`config.mk`:
```
export PLATFORM = sky130hd
export DESIGN_NAME = dds_wave_table_sample_core
export DESIGN_NICKNAME = d
export VERILOG_FILES = /design/src/hdl/dwts_pkg.sv /design/src/hdl/dwts_const_div.sv /design/src/hdl/dds_wave_table_sample_core.sv
export SDC_FILE = /design/constraint.sdc
export NUM_CORES = 2
export LEC_CHECK = 0
export ABC_AREA = 0
export BUFFER_PORTS_ARGS = -buffer_cell sky130_fd_sc_hd__buf_2
export CAP_MARGIN = 20
export CORE_ASPECT_RATIO = 2
export CORE_MARGIN = 2
export CORE_UTILIZATION = 35
export CTS_CLUSTER_SIZE = 40
export DETAILED_ROUTE_END_ITERATION = 10
export GPL_ROUTABILITY_DRIVEN = 0
export GPL_TIMING_DRIVEN = 0
export PLACE_DENSITY = 0.56
export SETUP_SLACK_MARGIN = 0.02
export SYNTH_ARGS = -nofsm -noshare
export SYNTH_HDL_FRONTEND = slang
export SYNTH_SLANG_ARGS = --single-unit
```
`constraint.sdc`:
```
create_clock -name clock -period 19.8 [get_ports clock]
set_clock_uncertainty 0.15 [all_clocks]
set_input_delay 0.99 -clock clock [delete_from_list [all_inputs] [get_ports clock]]
set_output_delay 0.99 -clock clock [all_outputs]
set_load 0.1 [all_outputs]
```
`src/hdl/dwts_pkg.sv`:
```
// Shared types, constants and tables for the DDS wave table sample core.
// Holds the quarter-wave sine ROM and the reciprocal constants of the divider.
// No dependencies.
`default_nettype none

package dwts_pkg;

   localparam int PHASE_W  = 9;
   localparam int SAMPLE_W = 16;
   localparam int AMP_W    = 15;
   localparam int DUTY_W   = 7;
   localparam int SHAPE_W  = 3;
   localparam int CSR_W    = 32;
   localparam int ADDR_W   = 4;

   // Widths of one sample through the datapath.
   localparam int MULT_W = 15;                // multiplicand: ROM entry or index
   localparam int PROD_W = AMP_W + MULT_W;    // amplitude times multiplicand
   localparam int NUM_W  = 25;                // dividend for the constant divider
   localparam int RECIP_W = 26;
   localparam int QUOT_W = 16;

   localparam logic [PHASE_W-1:0] POINTS_PER_PERIOD = 9'd360;
   localparam logic [PHASE_W-1:0] HALF_PERIOD       = 9'd180;
   localparam logic [PHASE_W-1:0] QUARTER_PERIOD    = 9'd90;
   localparam logic [PHASE_W-1:0] THREE_QUARTERS    = 9'd270;

   localparam logic [SAMPLE_W-1:0] MIDSCALE = 16'h7FFF;

   // Negative sine half rounds the magnitude up: add 2^15 - 1 before the shift.
   localparam logic [PROD_W-1:0] SINE_ROUND = 30'd32767;

   // Ceiling division biases (divisor minus one).
   localparam logic [NUM_W-1:0] TRI_BIAS = 25'd178;
   localparam logic [NUM_W-1:0] SAW_BIAS = 25'd358;

   // floor(n / 179) = (n * ceil(2^32 / 179)) >> 32 for n below 2^24.
   // floor(n / 359) = (n * ceil(2^34 / 359)) >> 34 for n below 2^25.
   localparam logic [RECIP_W-1:0] TRI_RECIP = 26'd23994231;
   localparam logic [RECIP_W-1:0] SAW_RECIP = 26'd47854789;
   localparam int TRI_SHIFT = 32;
   localparam int SAW_SHIFT = 34;

   // Square threshold: 360 * (100 - d) / 100 = (18 * (100 - d)) / 5, and
   // floor(y / 5) = (y * 3277) >> 14 for y below 2^11.
   localparam logic [DUTY_W-1:0] DUTY_MAX   = 7'd100;
   localparam logic [4:0]        DUTY_SCALE = 5'd18;
   localparam logic [11:0]       DIV5_RECIP = 12'd3277;
   localparam int                DIV5_SHIFT = 14;

   // Shape register codes.
   localparam logic [SHAPE_W-1:0] SHAPE_SINE     = 3'd0;
   localparam logic [SHAPE_W-1:0] SHAPE_SQUARE   = 3'd1;
   localparam logic [SHAPE_W-1:0] SHAPE_TRIANGLE = 3'd2;
   localparam logic [SHAPE_W-1:0] SHAPE_SAW      = 3'd3;
   localparam logic [SHAPE_W-1:0] SHAPE_REV_SAW  = 3'd4;
   localparam logic [SHAPE_W-1:0] SHAPE_FLAT     = 3'd5;

   // Register indexes on the configuration port.
   localparam logic [1:0] CSR_WAVE_SHAPE   = 2'd0;
   localparam logic [1:0] CSR_AMPLITUDE    = 2'd1;
   localparam logic [1:0] CSR_DUTY_PERCENT = 2'd2;

   typedef enum logic {
      DIV_TRI,
      DIV_SAW
   } div_sel_type;

   // round(32767 * sin(k degrees)), k = 0..90.
   localparam logic [MULT_W-1:0] QUARTER_SINE [0:90] = '{
          15'd0,   15'd572,  15'd1144,  15'd1715,  15'd2286,
       15'd2856,  15'd3425,  15'd3993,  15'd4560,  15'd5126,
       15'd5690,  15'd6252,  15'd6813,  15'd7371,  15'd7927,
       15'd8481,  15'd9032,  15'd9580, 15'd10126, 15'd10668,
      15'd11207, 15'd11743, 15'd12275, 15'd12803, 15'd13328,
      15'd13848, 15'd14364, 15'd14876, 15'd15383, 15'd15886,
      15'd16384, 15'd16876, 15'd17364, 15'd17846, 15'd18323,
      15'd18794, 15'd19260, 15'd19720, 15'd20173, 15'd20621,
      15'd21062, 15'd21497, 15'd21925, 15'd22347, 15'd22762,
      15'd23170, 15'd23571, 15'd23964, 15'd24351, 15'd24730,
      15'd25101, 15'd25465, 15'd25821, 15'd26169, 15'd26509,
      15'd26841, 15'd27165, 15'd27481, 15'd27788, 15'd28087,
      15'd28377, 15'd28659, 15'd28932, 15'd29196, 15'd29451,
      15'd29697, 15'd29934, 15'd30162, 15'd30381, 15'd30591,
      15'd30791, 15'd30982, 15'd31163, 15'd31335, 15'd31498,
      15'd31650, 15'd31794, 15'd31927, 15'd32051, 15'd32165,
      15'd32269, 15'd32364, 15'd32448, 15'd32523, 15'd32587,
      15'd32642, 15'd32687, 15'd32722, 15'd32747, 15'd32762,
      15'd32767
   };

endpackage

`default_nettype wire

```
`src/hdl/dwts_const_div.sv`:
```
// Pipelined divider by the constants 179 or 359, built as a reciprocal multiply.
// Depends on dwts_pkg for the reciprocals, shifts and the divisor select type.
`default_nettype none

module dwts_const_div
   import dwts_pkg::*;
(
   input  logic              clock,
   input  logic [NUM_W-1:0]  div_n,
   input  div_sel_type       div_sel,
   output logic [QUOT_W-1:0] div_q
);

   localparam int FULL_W = NUM_W + RECIP_W;

   logic [RECIP_W-1:0] recip;
   logic [FULL_W-1:0]  prod_in;
   logic [FULL_W-1:0]  prod_ff;
   div_sel_type        sel_ff;

   assign recip   = (div_sel == DIV_SAW) ? SAW_RECIP : TRI_RECIP;
   assign prod_in = FULL_W'(div_n) * FULL_W'(recip);

   always_ff @(posedge clock) begin
      prod_ff <= prod_in;
      sel_ff  <= div_sel;
   end

   // The quotient fits 16 bits for every dividend the core produces.
   assign div_q = (sel_ff == DIV_SAW) ? prod_ff[SAW_SHIFT +: QUOT_W]
                                      : prod_ff[TRI_SHIFT +: QUOT_W];

endmodule

`default_nettype wire

```
`src/hdl/dds_wave_table_sample_core.sv`:
```
// Top level of the DDS wave table sample core: configuration registers and
// the sample datapath. Depends on dwts_pkg and dwts_const_div.
//
// Usage. A phase index (degrees) is offered on req_phase_index with start
// high; the transaction is accepted at a rising edge where start is high and
// busy is low. Indexes 360 to 511 wrap by subtracting 360. Exactly one
// sample comes back per accepted transaction on rsp_sample, marked by
// rsp_valid for a single cycle, in order. The core takes one transaction
// every cycle while busy is low: the datapath is a six-register pipeline
// (input, ROM/fold, amplitude multiply, bias add, reciprocal multiply,
// output), so throughput is one sample per clock. The receiver cannot
// stall; results are never held back. Shape, amplitude and duty are set
// on the APB-style port at byte addresses 0, 4 and 8; the user must change
// them only while no transaction is in flight; the core does not enforce
// this. Synchronous reset clears the valid pipeline, sets the shape to flat
// midscale, amplitude to zero and duty to fifty percent; busy is high while
// reset is applied and for the cycle after, and low at all other times.
`default_nettype none

module dds_wave_table_sample_core
   import dwts_pkg::*;
(
   input  logic                clock,
   input  logic                reset,
   // Sample request channel
   input  logic                start,
   input  logic [PHASE_W-1:0]  req_phase_index,
   output logic                busy,
   // Sample result channel
   output logic                rsp_valid,
   output logic [SAMPLE_W-1:0] rsp_sample,
   // Configuration port
   input  logic                psel,
   input  logic                penable,
   input  logic                pwrite,
   input  logic [ADDR_W-1:0]   paddr,
   input  logic [CSR_W-1:0]    pwdata,
   output logic [CSR_W-1:0]    prdata,
   output logic                pready
);

   typedef enum logic [3:0] {
      M_FLAT,
      M_SQ_LOW,
      M_SQ_HIGH,
      M_SINE_POS,
      M_SINE_NEG,
      M_TRI_UP,
      M_TRI_DOWN,
      M_SAW_UP,
      M_SAW_DOWN
   } mode_type;

   localparam int STAGES = 5;

   // Configuration registers.
   logic [SHAPE_W-1:0] wave_shape_ff;
   logic [AMP_W-1:0]   amplitude_ff;
   logic [DUTY_W-1:0]  duty_percent_ff;
   logic               csr_write;
   logic [1:0]         csr_index;

   // Control.
   logic               busy_ff;
   logic               accept;
   logic [STAGES-1:0]  vld_ff;
   logic               rsp_valid_ff;

   // Datapath.
   logic [PHASE_W-1:0]  idx_in, idx_ff;
   logic [MULT_W-1:0]   mult_in, mult_ff;
   mode_type            mode_b_in, mode_b_ff;
   logic [PROD_W-1:0]   prod_ff;
   mode_type            mode_c_ff;
   logic [PROD_W-1:0]   num_in, num_ff;
   mode_type            mode_d_ff;
   logic [AMP_W-1:0]    sine_q_ff;
   mode_type            mode_e_ff;
   div_sel_type         div_sel;
   logic [QUOT_W-1:0]   div_q;
   logic [SAMPLE_W:0]   sample_wide;
   logic [SAMPLE_W-1:0] rsp_sample_ff;

   // Fold and square threshold helpers.
   logic [PHASE_W-1:0] fold_idx;
   logic               fold_neg;
   logic [DUTY_W-1:0]  duty_sat;
   logic [10:0]        sq_scaled;
   logic [22:0]        sq_prod;
   logic [PHASE_W-1:0] sq_thr;

   // ---------------------------------------------------------------------
   // Configuration port. Writes land on the access phase; pready is tied
   // high so every transaction completes without wait states.
   // ---------------------------------------------------------------------
   assign pready    = 1'b1;
   assign csr_index = paddr[3:2];
   assign csr_write = psel && penable && pwrite && pready;

   always_ff @(posedge clock) begin
      if (reset) begin
         wave_shape_ff   <= SHAPE_FLAT;
         amplitude_ff    <= '0;
         duty_percent_ff <= 7'd50;
      end else if (csr_write) begin
         case (csr_index)
            CSR_WAVE_SHAPE:   wave_shape_ff   <= pwdata[SHAPE_W-1:0];
            CSR_AMPLITUDE:    amplitude_ff    <= pwdata[AMP_W-1:0];
            CSR_DUTY_PERCENT: duty_percent_ff <= pwdata[DUTY_W-1:0];
            default: ;
         endcase
      end
   end

   always_comb begin
      case (csr_index)
         CSR_WAVE_SHAPE:   prdata = CSR_W'(wave_shape_ff);
         CSR_AMPLITUDE:    prdata = CSR_W'(amplitude_ff);
         CSR_DUTY_PERCENT: prdata = CSR_W'(duty_percent_ff);
         default:          prdata = '0;
      endcase
   end

   // ---------------------------------------------------------------------
   // Handshake and valid pipeline. Busy only guards the reset window.
   // ---------------------------------------------------------------------
   assign busy   = busy_ff;
   assign accept = start && !busy_ff;

   always_ff @(posedge clock) begin
      if (reset) begin
         busy_ff      <= 1'b1;
         vld_ff       <= '0;
         rsp_valid_ff <= 1'b0;
      end else begin
         busy_ff      <= 1'b0;
         vld_ff       <= {vld_ff[STAGES-2:0], accept};
         rsp_valid_ff <= vld_ff[STAGES-1];
      end
   end

   // ---------------------------------------------------------------------
   // Stage A: input register holds the index wrapped into one period.
   // ---------------------------------------------------------------------
   assign idx_in = (req_phase_index >= POINTS_PER_PERIOD)
                 ? req_phase_index - POINTS_PER_PERIOD : req_phase_index;

   // ---------------------------------------------------------------------
   // Stage B: pick the multiplicand and the mode. Sine folds the index into
   // the first quadrant and reads the quarter-wave ROM; square compares the
   // index with the duty threshold.
   // ---------------------------------------------------------------------
   always_comb begin
      if (idx_ff <= QUARTER_PERIOD) begin
         fold_idx = idx_ff;
         fold_neg = 1'b0;
      end else if (idx_ff <= HALF_PERIOD) begin
         fold_idx = HALF_PERIOD - idx_ff;
         fold_neg = 1'b0;
      end else if (idx_ff <= THREE_QUARTERS) begin
         fold_idx = idx_ff - HALF_PERIOD;
         fold_neg = 1'b1;
      end else begin
         fold_idx = POINTS_PER_PERIOD - idx_ff;
         fold_neg = 1'b1;
      end
   end

   assign duty_sat  = (duty_percent_ff > DUTY_MAX) ? DUTY_MAX : duty_percent_ff;
   assign sq_scaled = 11'(DUTY_SCALE) * 11'(DUTY_MAX - duty_sat);
   assign sq_prod   = 23'(sq_scaled) * 23'(DIV5_RECIP);
   assign sq_thr    = sq_prod[DIV5_SHIFT +: PHASE_W];

   always_comb begin
      mult_in   = MULT_W'(idx_ff);
      mode_b_in = M_FLAT;
      case (wave_shape_ff)
         SHAPE_SINE: begin
            mult_in   = QUARTER_SINE[fold_idx[6:0]];
            mode_b_in = fold_neg ? M_SINE_NEG : M_SINE_POS;
         end
         SHAPE_SQUARE: begin
            mode_b_in = (idx_ff < sq_thr) ? M_SQ_LOW : M_SQ_HIGH;
         end
         SHAPE_TRIANGLE: begin
            if (idx_ff < HALF_PERIOD) begin
               mode_b_in = M_TRI_UP;
            end else begin
               mult_in   = MULT_W'(idx_ff - HALF_PERIOD);
               mode_b_in = M_TRI_DOWN;
            end
         end
         SHAPE_SAW:     mode_b_in = M_SAW_UP;
         SHAPE_REV_SAW: mode_b_in = M_SAW_DOWN;
         default:       mode_b_in = M_FLAT;
      endcase
   end

   // ---------------------------------------------------------------------
   // Stage D: form the dividend. Ramps use twice the product, biased by the
   // divisor minus one where the ramp needs the ceiling. Negative sine adds
   // the rounding term ahead of the 15-bit shift.
   // ---------------------------------------------------------------------
   always_comb begin
      case (mode_c_ff)
         M_SINE_NEG:          num_in = prod_ff + SINE_ROUND;
         M_TRI_UP, M_SAW_UP:  num_in = {prod_ff[PROD_W-2:0], 1'b0};
         M_TRI_DOWN:          num_in = {prod_ff[PROD_W-2:0], 1'b0} + PROD_W'(TRI_BIAS);
         M_SAW_DOWN:          num_in = {prod_ff[PROD_W-2:0], 1'b0} + PROD_W'(SAW_BIAS);
         default:             num_in = prod_ff;
      endcase
   end

   assign div_sel = (mode_d_ff == M_TRI_UP || mode_d_ff == M_TRI_DOWN) ? DIV_TRI : DIV_SAW;

   // Stage E: the reciprocal multiply runs inside the divider.
   dwts_const_div u_div (
      .clock   (clock),
      .div_n   (num_ff[NUM_W-1:0]),
      .div_sel (div_sel),
      .div_q   (div_q)
   );

   // ---------------------------------------------------------------------
   // Stage F: assemble the sample around midscale. Every case stays within
   // 0..65535 because the amplitude is at most 0x7FFF.
   // ---------------------------------------------------------------------
   always_comb begin
      case (mode_e_ff)
         M_SQ_LOW:   sample_wide = 17'(MIDSCALE) - 17'(amplitude_ff);
         M_SQ_HIGH:  sample_wide = 17'(MIDSCALE) + 17'(amplitude_ff);
         M_SINE_POS: sample_wide = 17'(MIDSCALE) + 17'(sine_q_ff);
         M_SINE_NEG: sample_wide = 17'(MIDSCALE) - 17'(sine_q_ff);
         M_TRI_UP, M_SAW_UP:
            sample_wide = 17'(MIDSCALE) - 17'(amplitude_ff) + 17'(div_q);
         M_TRI_DOWN:
            sample_wide = 17'(MIDSCALE) + 17'(amplitude_ff) + 17'd1 - 17'(div_q);
         M_SAW_DOWN:
            sample_wide = 17'(MIDSCALE) + 17'(amplitude_ff) - 17'(div_q);
         default:    sample_wide = 17'(MIDSCALE);
      endcase
   end

   // Payload registers load every cycle; the valid pipeline marks live data.
   always_ff @(posedge clock) begin
      idx_ff        <= idx_in;
      mult_ff       <= mult_in;
      mode_b_ff     <= mode_b_in;
      prod_ff       <= PROD_W'(amplitude_ff) * PROD_W'(mult_ff);
      mode_c_ff     <= mode_b_ff;
      num_ff        <= num_in;
      mode_d_ff     <= mode_c_ff;
      sine_q_ff     <= num_ff[PROD_W-1:PROD_W-AMP_W];
      mode_e_ff     <= mode_d_ff;
      rsp_sample_ff <= sample_wide[SAMPLE_W-1:0];
   end

   assign rsp_valid  = rsp_valid_ff;
   assign rsp_sample = rsp_sample_ff;

endmodule

`default_nettype wire

```
## Yosys cells after proc, flatten, opt, wreduce, memory -nomap -nowiden

Memories as Yosys holds them, arrays and structs flattened.
Index checks and enable logic that the tools add are counted.

- Memories kept: 1
- Bits in read-only memories: 1920
- Flip-flop bits (word level): 214

- Add/sub/neg operators: 17
- Multiply operators: 4
- Order comparisons: 8
- Mux-type cells: 22
- Equality and inequality tests: 21
- Bitwise logic cells: 1
- Reductions and logical operators: 12

Memory list:

| memory | words | bits a word | read ports | clocked after memory_dff | write ports | RTL line | source |
|---|---|---|---|---|---|---|---|
| (no name shown) | 128 | 15 | 1 | 0 | 0 | dds_wave_table_sample_core.sv:179 | `mult_in = QUARTER_SINE[fold_idx[6:0]];` |

Operator list:

| cell | number |
|---|---|
| 30-bit one-hot mux with 4 select lines | 1 |
| 16-bit one-hot mux with 7 select lines | 1 |
| 25-bit by 26-bit multiplier with 50-bit output | 1 |
| 15-bit two-way mux | 3 |
| 15-bit one-hot mux with 3 select lines | 1 |
| 4-bit by 3-bit == test with 1-bit output (second input constant) | 10 |
| 15-bit by 15-bit adder with 16-bit output (first input constant) | 2 |
| 15-bit by 15-bit subtractor with 16-bit output (first input constant) | 2 |
| 16-bit subtractor | 2 |
| 30-bit by 15-bit adder with 30-bit output (second input constant) | 1 |
| 30-bit by 8-bit adder with 30-bit output (second input constant) | 1 |
| 30-bit by 9-bit adder with 30-bit output (second input constant) | 1 |
| 15-bit by 15-bit multiplier with 30-bit output | 1 |
| 15-bit one-hot mux with 2 select lines | 1 |
| 7-bit two-way mux | 4 |
| 26-bit two-way mux | 1 |
| 10-bit by 12-bit multiplier with 22-bit output (second input constant) | 1 |
| 4-bit one-hot mux with 5 select lines | 1 |
| 16-bit by 1-bit adder with 16-bit output (second input constant) | 1 |
| 16-bit adder | 1 |
| 16-bit two-way mux | 1 |
| 4-bit by 11-bit multiplier with 10-bit output (first input constant) | 1 |
| 9-bit by 8-bit subtractor with 10-bit output (second input constant) | 1 |
| 9-bit greater-or-equal comparator (second input constant) | 1 |
| other kinds (32) | 44 |

## Logic depth before layout (Yosys ltp)

- Depth in word-level cells: 9
- Depth in mapped cells: 42

## Modules after synthesis

A second synthesis with hierarchy kept.

- Cells, all modules: 4254
- Area total of the unflattened synthesis: 36968.0 um^2

By module, submodules not included:

| module | area an instance (um^2) | cells each | times used | seq. area each (um^2) |
|---|---|---|---|---|
| dds_wave_table_sample_core | 21808.4 | 2675 | 1 | 3263.1 |
| dwts_const_div | 15159.5 | 1579 | 1 | 380.4 |

## Worst setup path after synthesis

No wires, ideal clock.

- Path type: reg2reg
- Start: register duty_percent_ff[0]
- End: register mode_b_ff[1]
- Setup time: 0.125 ns
- Path buffers: 0
- Arrival: 8.337 ns
- Setup slack: 11.188 ns
- Cell stages (with the launch flop): 42
- Clock period less this slack: 8.612 ns
- Cell sequence: dfxtp_1 > o21ai_0 > nand2_1 > nand3_1 > nand2_1 > ha_1 > nor2b_1 > nand2b_1 > nand2_1 > a31oi_1 > ha_1 > ha_1 > fa_1 > a21o_1 > a21oi_1 > xnor2_1 > inv_1 > xnor2_1 > [6 not listed] > fa_1 > inv_1 > ha_1 > a21o_1 > a21oi_1 > o311ai_0 > a311oi_1 > nor2_1 > a21o_1 > ha_1 > a21o_1 > a21o_1 > a21oi_1 > nor2b_1 > o31a_1 > o21ai_0 > a31o_2 > a211oi_1

- Longest elaborated chain between the ends: 8

Ends and longest elaborated chain:

| element | RTL line | source |
|---|---|---|
| start: declaration | dds_wave_table_sample_core.sv:59 | `logic [DUTY_W-1:0] duty_percent_ff;` |
| start signal: assignment | dds_wave_table_sample_core.sv:109 | `CSR_DUTY_PERCENT: duty_percent_ff <= pwdata[DUTY_W-1:0];` |
| 7-bit greater-than comparator | dds_wave_table_sample_core.sv:169 | `assign duty_sat = (duty_percent_ff > DUTY_MAX) ? DUTY_MAX : duty_percent_ff;` |
| 7-bit two-way mux (*) | dds_wave_table_sample_core.sv:169 |  |
| 7-bit by 7-bit subtractor with 8-bit output (*) | dds_wave_table_sample_core.sv:170 | `assign sq_scaled = 11'(DUTY_SCALE) * 11'(DUTY_MAX - duty_sat);` |
| 4-bit by 11-bit multiplier with 10-bit output (*) | dds_wave_table_sample_core.sv:170 |  |
| 10-bit by 12-bit multiplier with 22-bit output (*) | dds_wave_table_sample_core.sv:171 | `assign sq_prod = 23'(sq_scaled) * 23'(DIV5_RECIP);` |
| 9-bit < comparator (*) | dds_wave_table_sample_core.sv:183 | `mode_b_in = (idx_ff < sq_thr) ? M_SQ_LOW : M_SQ_HIGH;` |
| 2-bit two-way mux (*) | dds_wave_table_sample_core.sv:183 |  |
| 4-bit one-hot mux with 5 select lines (*) | dds_wave_table_sample_core.sv:177 | `case (wave_shape_ff)` |
| net mode_b_in[1] | dds_wave_table_sample_core.sv:72 | `mode_type mode_b_in, mode_b_ff;` |
| end signal: assignment | dds_wave_table_sample_core.sv:248 | `mode_b_ff <= mode_b_in;` |
| end: declaration | dds_wave_table_sample_core.sv:72 |  |

The timed path passes the listed nets; every way through them passes the cells marked *.
A chain may end at the register's enable or synchronous reset.

## Worst setup path in the final report

- Start: register mode_d_ff[3]
- End: register u_div.prod_ff[46]

- Longest elaborated chain between the ends: 4

Ends and longest elaborated chain:

| element | RTL line | source |
|---|---|---|
| start: declaration | dds_wave_table_sample_core.sv:76 | `mode_type mode_d_ff;` |
| start signal: assignment | dds_wave_table_sample_core.sv:252 | `mode_d_ff <= mode_c_ff;` |
| 4-bit by 3-bit == test with 1-bit output | dds_wave_table_sample_core.sv:214 | `assign div_sel = (mode_d_ff == M_TRI_UP \|\| mode_d_ff == M_TRI_DOWN) ? DIV_TRI : DIV_SAW;` |
| 1-bit logical OR (*) | dds_wave_table_sample_core.sv:214 |  |
| 26-bit two-way mux (*) | dwts_const_div.sv:21 | `assign recip = (div_sel == DIV_SAW) ? SAW_RECIP : TRI_RECIP;` |
| 25-bit by 26-bit multiplier with 50-bit output (*) | dwts_const_div.sv:22 | `assign prod_in = FULL_W'(div_n) * FULL_W'(recip);` |
| net u_div.prod_in[46] | dwts_const_div.sv:17 | `logic [FULL_W-1:0] prod_in;` |
| end signal: assignment | dwts_const_div.sv:25 | `prod_ff <= prod_in;` |
| end: declaration | dwts_const_div.sv:18 | `logic [FULL_W-1:0] prod_ff;` |

Marks and branches as above.

==> impl_metrics.env <==
export IMPL_stdcell_count=5439
export IMPL_ir_drop_mv=0.139
export IMPL_hold_viol=0
export IMPL_worstSetupPathType="flip-flop to flip-flop"
export IMPL_rows=165
export IMPL_port_buffers=63
export IMPL_slowest_delay_ns=0.97
export IMPL_final_max_slew_viol_count=0
export IMPL_clockRootBuffer="clkbuf_16"
export IMPL_crit_arrival_ns=10.95
export IMPL_grt_max_degree=18
export IMPL_syn_inst=3980
export IMPL_async_flop_share_pct=0
export IMPL_cts_hold_buf=0
export IMPL_avgSynthCellArea_um2=8.92
export IMPL_synth_top_area_share_pct=32.2
export IMPL_endpoint_kind="flip-flop"
export IMPL_clkLatencyLatePin_ns=0.49
export IMPL_layout_setup_ws_ns=9.07
export IMPL_hold_end="sine_q_ff[12]$_DFF_P_"
export IMPL_ioPinCount=102
export IMPL_start_util_pct=35.2
export IMPL_tightest_slew_ns=1.15
export IMPL_maxCapViolations=0
export IMPL_ys_seq_area_share_pct=10.3
export IMPL_setup_viol=0
export IMPL_htreeDepth=4
export IMPL_route_vias_total=28400
export IMPL_yosys_warnings=0
export IMPL_final_cell_area_mm2=0.0382
export IMPL_synth_ff_type="dfxtp_1"
export IMPL_period_minus_slack_ns=10.73
export IMPL_numCtsBuffers=17
export IMPL_placed_area_mm2=0.0376
export IMPL_routed_via_density=5.23
export IMPL_rsz0062_at_grt="false"
export IMPL_cp_start_kind="flip-flop"
export IMPL_cts_path_max_buffers=2
export IMPL_grt_ovfl_total=0
export IMPL_outcome="complete, no violations"
export IMPL_dp_slack_ns=9.09
export IMPL_post_cts_resize_count=0
export IMPL_period_share_pct=54.2
export IMPL_fillers=10400
export IMPL_coreArea_mm2=0.101
export IMPL_drive_gt1_share_pct=4.78
export IMPL_clk_pin_slew_ns=0.07
export IMPL_r2r_setup_slack_ns=9.07
export IMPL_p_per_area_mw_per_mm2=67.2
export IMPL_die_h_um=455
export IMPL_tritoncts="yes"
export IMPL_grt_pass1_vias=31400
export IMPL_antenna_left=0
export IMPL_holdWs_ns=0.178
export IMPL_min_path_cells=0
export IMPL_synth_edf_count=0
export IMPL_worst_ep_required_time_ns=20.02
export IMPL_hold_class="flip-flop to flip-flop"
export IMPL_antenna_found_initial=0
export IMPL_cts_sinks=182
export IMPL_power_leakage_nw=19.0
export IMPL_slowest_stage="a211oi_1"
export IMPL_grt_use_total_pct=23.1
export IMPL_drt_wl_total_um=118000
export IMPL_crit_top_cell="fa_1"
export IMPL_nets=5208
export IMPL_max_clock_freq_ghz=0.0932
export IMPL_rr_endpoint="u_div.prod_ff[46]$_DFF_P_"
export IMPL_wl_per_cell_um=21.7
export IMPL_ys_top_cells_by_area="fa_1 32%, ha_1 17%, dfxtp_1 10%"
export IMPL_synthToLayoutAreaGrowth_pct=7.55
export IMPL_grt_pass1_wl_um=180000
export IMPL_drc=0
export IMPL_die_area_mm2=0.104
export IMPL_n_antenna_cell=0
export IMPL_min_from="num_ff[27]$_DFF_P_"
export IMPL_max_slew_margin_pct=23.2
export IMPL_yosys_register_bits=182
export IMPL_post_cts_buffers=0
export IMPL_netlist_area_mm2=0.0355
export IMPL_die_x_um=229
export IMPL_tns_ns=0
export IMPL_dpl_hpwl_um=103000
export IMPL_r2r_start="mode_d_ff[3]$_DFF_P_"
export IMPL_dp_cells=5406
export IMPL_drt_pass1_iter_count=8
export IMPL_r2r_cells=28
export IMPL_yosysUniqueCellTypes=92
export IMPL_path_max_fanout=10
export IMPL_yosysTopAreaCell="fa_1"
export IMPL_drt_iter0_markers=1659
routing by layer:
metal	GRT usage [%]	vias to the layer above	wire [um]
met2	47.2	1059	66700
met1	19.3	13900	35100
met5	0	-	0
met3	2.32	460	4200
li1	-	13000	-
met4	19.9	0	12300
critical path: cells and delay by family (launching register included):
kind | cells | cell delay (ns)
adder cells (fa/ha/maj) | 8 | 3.64
AO/OA/AOI/OAI | 6 | 2.60
AND/OR/NAND/NOR | 6 | 1.89
buffers and inverters | 7 | 1.85
flip-flops | 1 | 0.31
XOR/XNOR | 1 | 0.15
logic make-up after synthesis:
| family | share of synthesized area [%] |
|---|---|
| and+or+nand+nor | 12.7 |
| other | 0.0211 |
| AOI/OAI and AO/OA | 12.2 |
| adders and majority gates | 49.7 |
| muxes | 0.976 |
| DFF | 10.3 |
| xor gates and xnor gates | 3.83 |
| buffers and inverters | 10.4 |
synthesized netlist by cell type, drive strengths merged (10+ instances only):
library cell / count
a211o: 11
a211oi: 18
a21o: 51
a21oi: 183
a221oi: 15
a22oi: 16
a31oi: 33
and2: 148
and3: 20
buf: 51
clkbuf: 134
dfxtp: 182
fa: 571
ha: 496
inv: 755
mux2i: 29
nand2: 341
nand2b: 19
nand3: 41
nand4: 18
nor2: 196
nor2b: 31
nor3: 56
nor4: 10
o211ai: 22
o21a: 16
o21ai: 154
o21bai: 16
o22ai: 18
o311ai: 12
o31ai: 16
or2: 19
or3: 12
xnor2: 101
xor2: 52
sequential cells by signal, summed over array words and instances, names as in the netlist, 7 cells and up:
name / cells
num_ff: 30
prod_ff: 30
u_div.prod_ff: 18
rsp_sample: 16
amplitude_ff: 15
mult_ff: 15
sine_q_ff: 15
idx_ff: 9
duty_percent_ff: 7
cell usage in the layout, fill, tap and decap left out, types with 22 or more instances in the layout:
master / Yosys / final
a21o_1: 51 / 51
a21oi_1: 183 / 183
a31oi_1: 33 / 33
and2_1: 146 / 146
buf_2: 14 / 78
buf_4: 21 / 22
clkbuf_1: 134 / 135
conb_1: 2 / 27
dfxtp_1: 182 / 182
fa_1: 571 / 571
ha_1: 496 / 496
inv_1: 754 / 754
mux2i_1: 29 / 29
nand2_1: 338 / 338
nand3_1: 41 / 41
nor2_1: 191 / 191
nor2b_1: 31 / 31
nor3_1: 55 / 55
o21ai_0: 140 / 140
xnor2_1: 100 / 100
xor2_1: 52 / 52
worst max path at each step:
stage,start,cells after the start,endpoint
finish,mode_d_ff[3]$_DFF_P_,28,u_div.prod_ff[46]$_DFF_P_
global placement,mode_d_ff[3]$_DFF_P_,28,u_div.prod_ff[46]$_DFF_P_
CTS,mode_d_ff[3]$_DFF_P_,28,u_div.prod_ff[46]$_DFF_P_
floorplan,duty_percent_ff[0]$_SDFFE_PP0P_,41,mode_b_ff[1]$_DFF_P_
global route,mode_d_ff[3]$_DFF_P_,28,u_div.prod_ff[46]$_DFF_P_
detailed placement,mode_d_ff[3]$_DFF_P_,28,u_div.prod_ff[46]$_DFF_P_
where the power goes:
part / total (W) / internal [W] / switching (W) / leakage, nW
combinational: 0.00179 / 0.000709 / 0.00109 / 17.2
sequential: 0.000425 / 0.000393 / 0.0000322 / 1.48
clock: 0.000348 / 0.000180 / 0.000168 / 0.282
total: 0.00257 / 0.00128 / 0.00129 / 19.0
layout make-up:
| cell class | count | area [um2] | area share [%] |
|---|---|---|---|
| Sequential cell | 182 | 3640 | 9.54 |
| Multi-Input combinational cell | 2882 | 28300 | 74.0 |
| Timing Repair Buffer | 66 | 333 | 0.871 |
| Buffer | 185 | 855 | 2.24 |
| Inverter | 756 | 2840 | 7.43 |
| Tap cell | 1336 | 1670 | 4.38 |
| Clock buffer | 19 | 443 | 1.16 |
| Clock inverter | 13 | 133 | 0.347 |
stage by stage:
step | power (W) | utilization, %
floorplan | 0.00171 | -
global placement | 0.00218 | 37.2
detailed placement | 0.00221 | 37.3
CTS | 0.00257 | 37.8
global route | 0.00281 | 37.8
finish | 0.00257 | 37.8
Power figures use the tool's default switching activity.
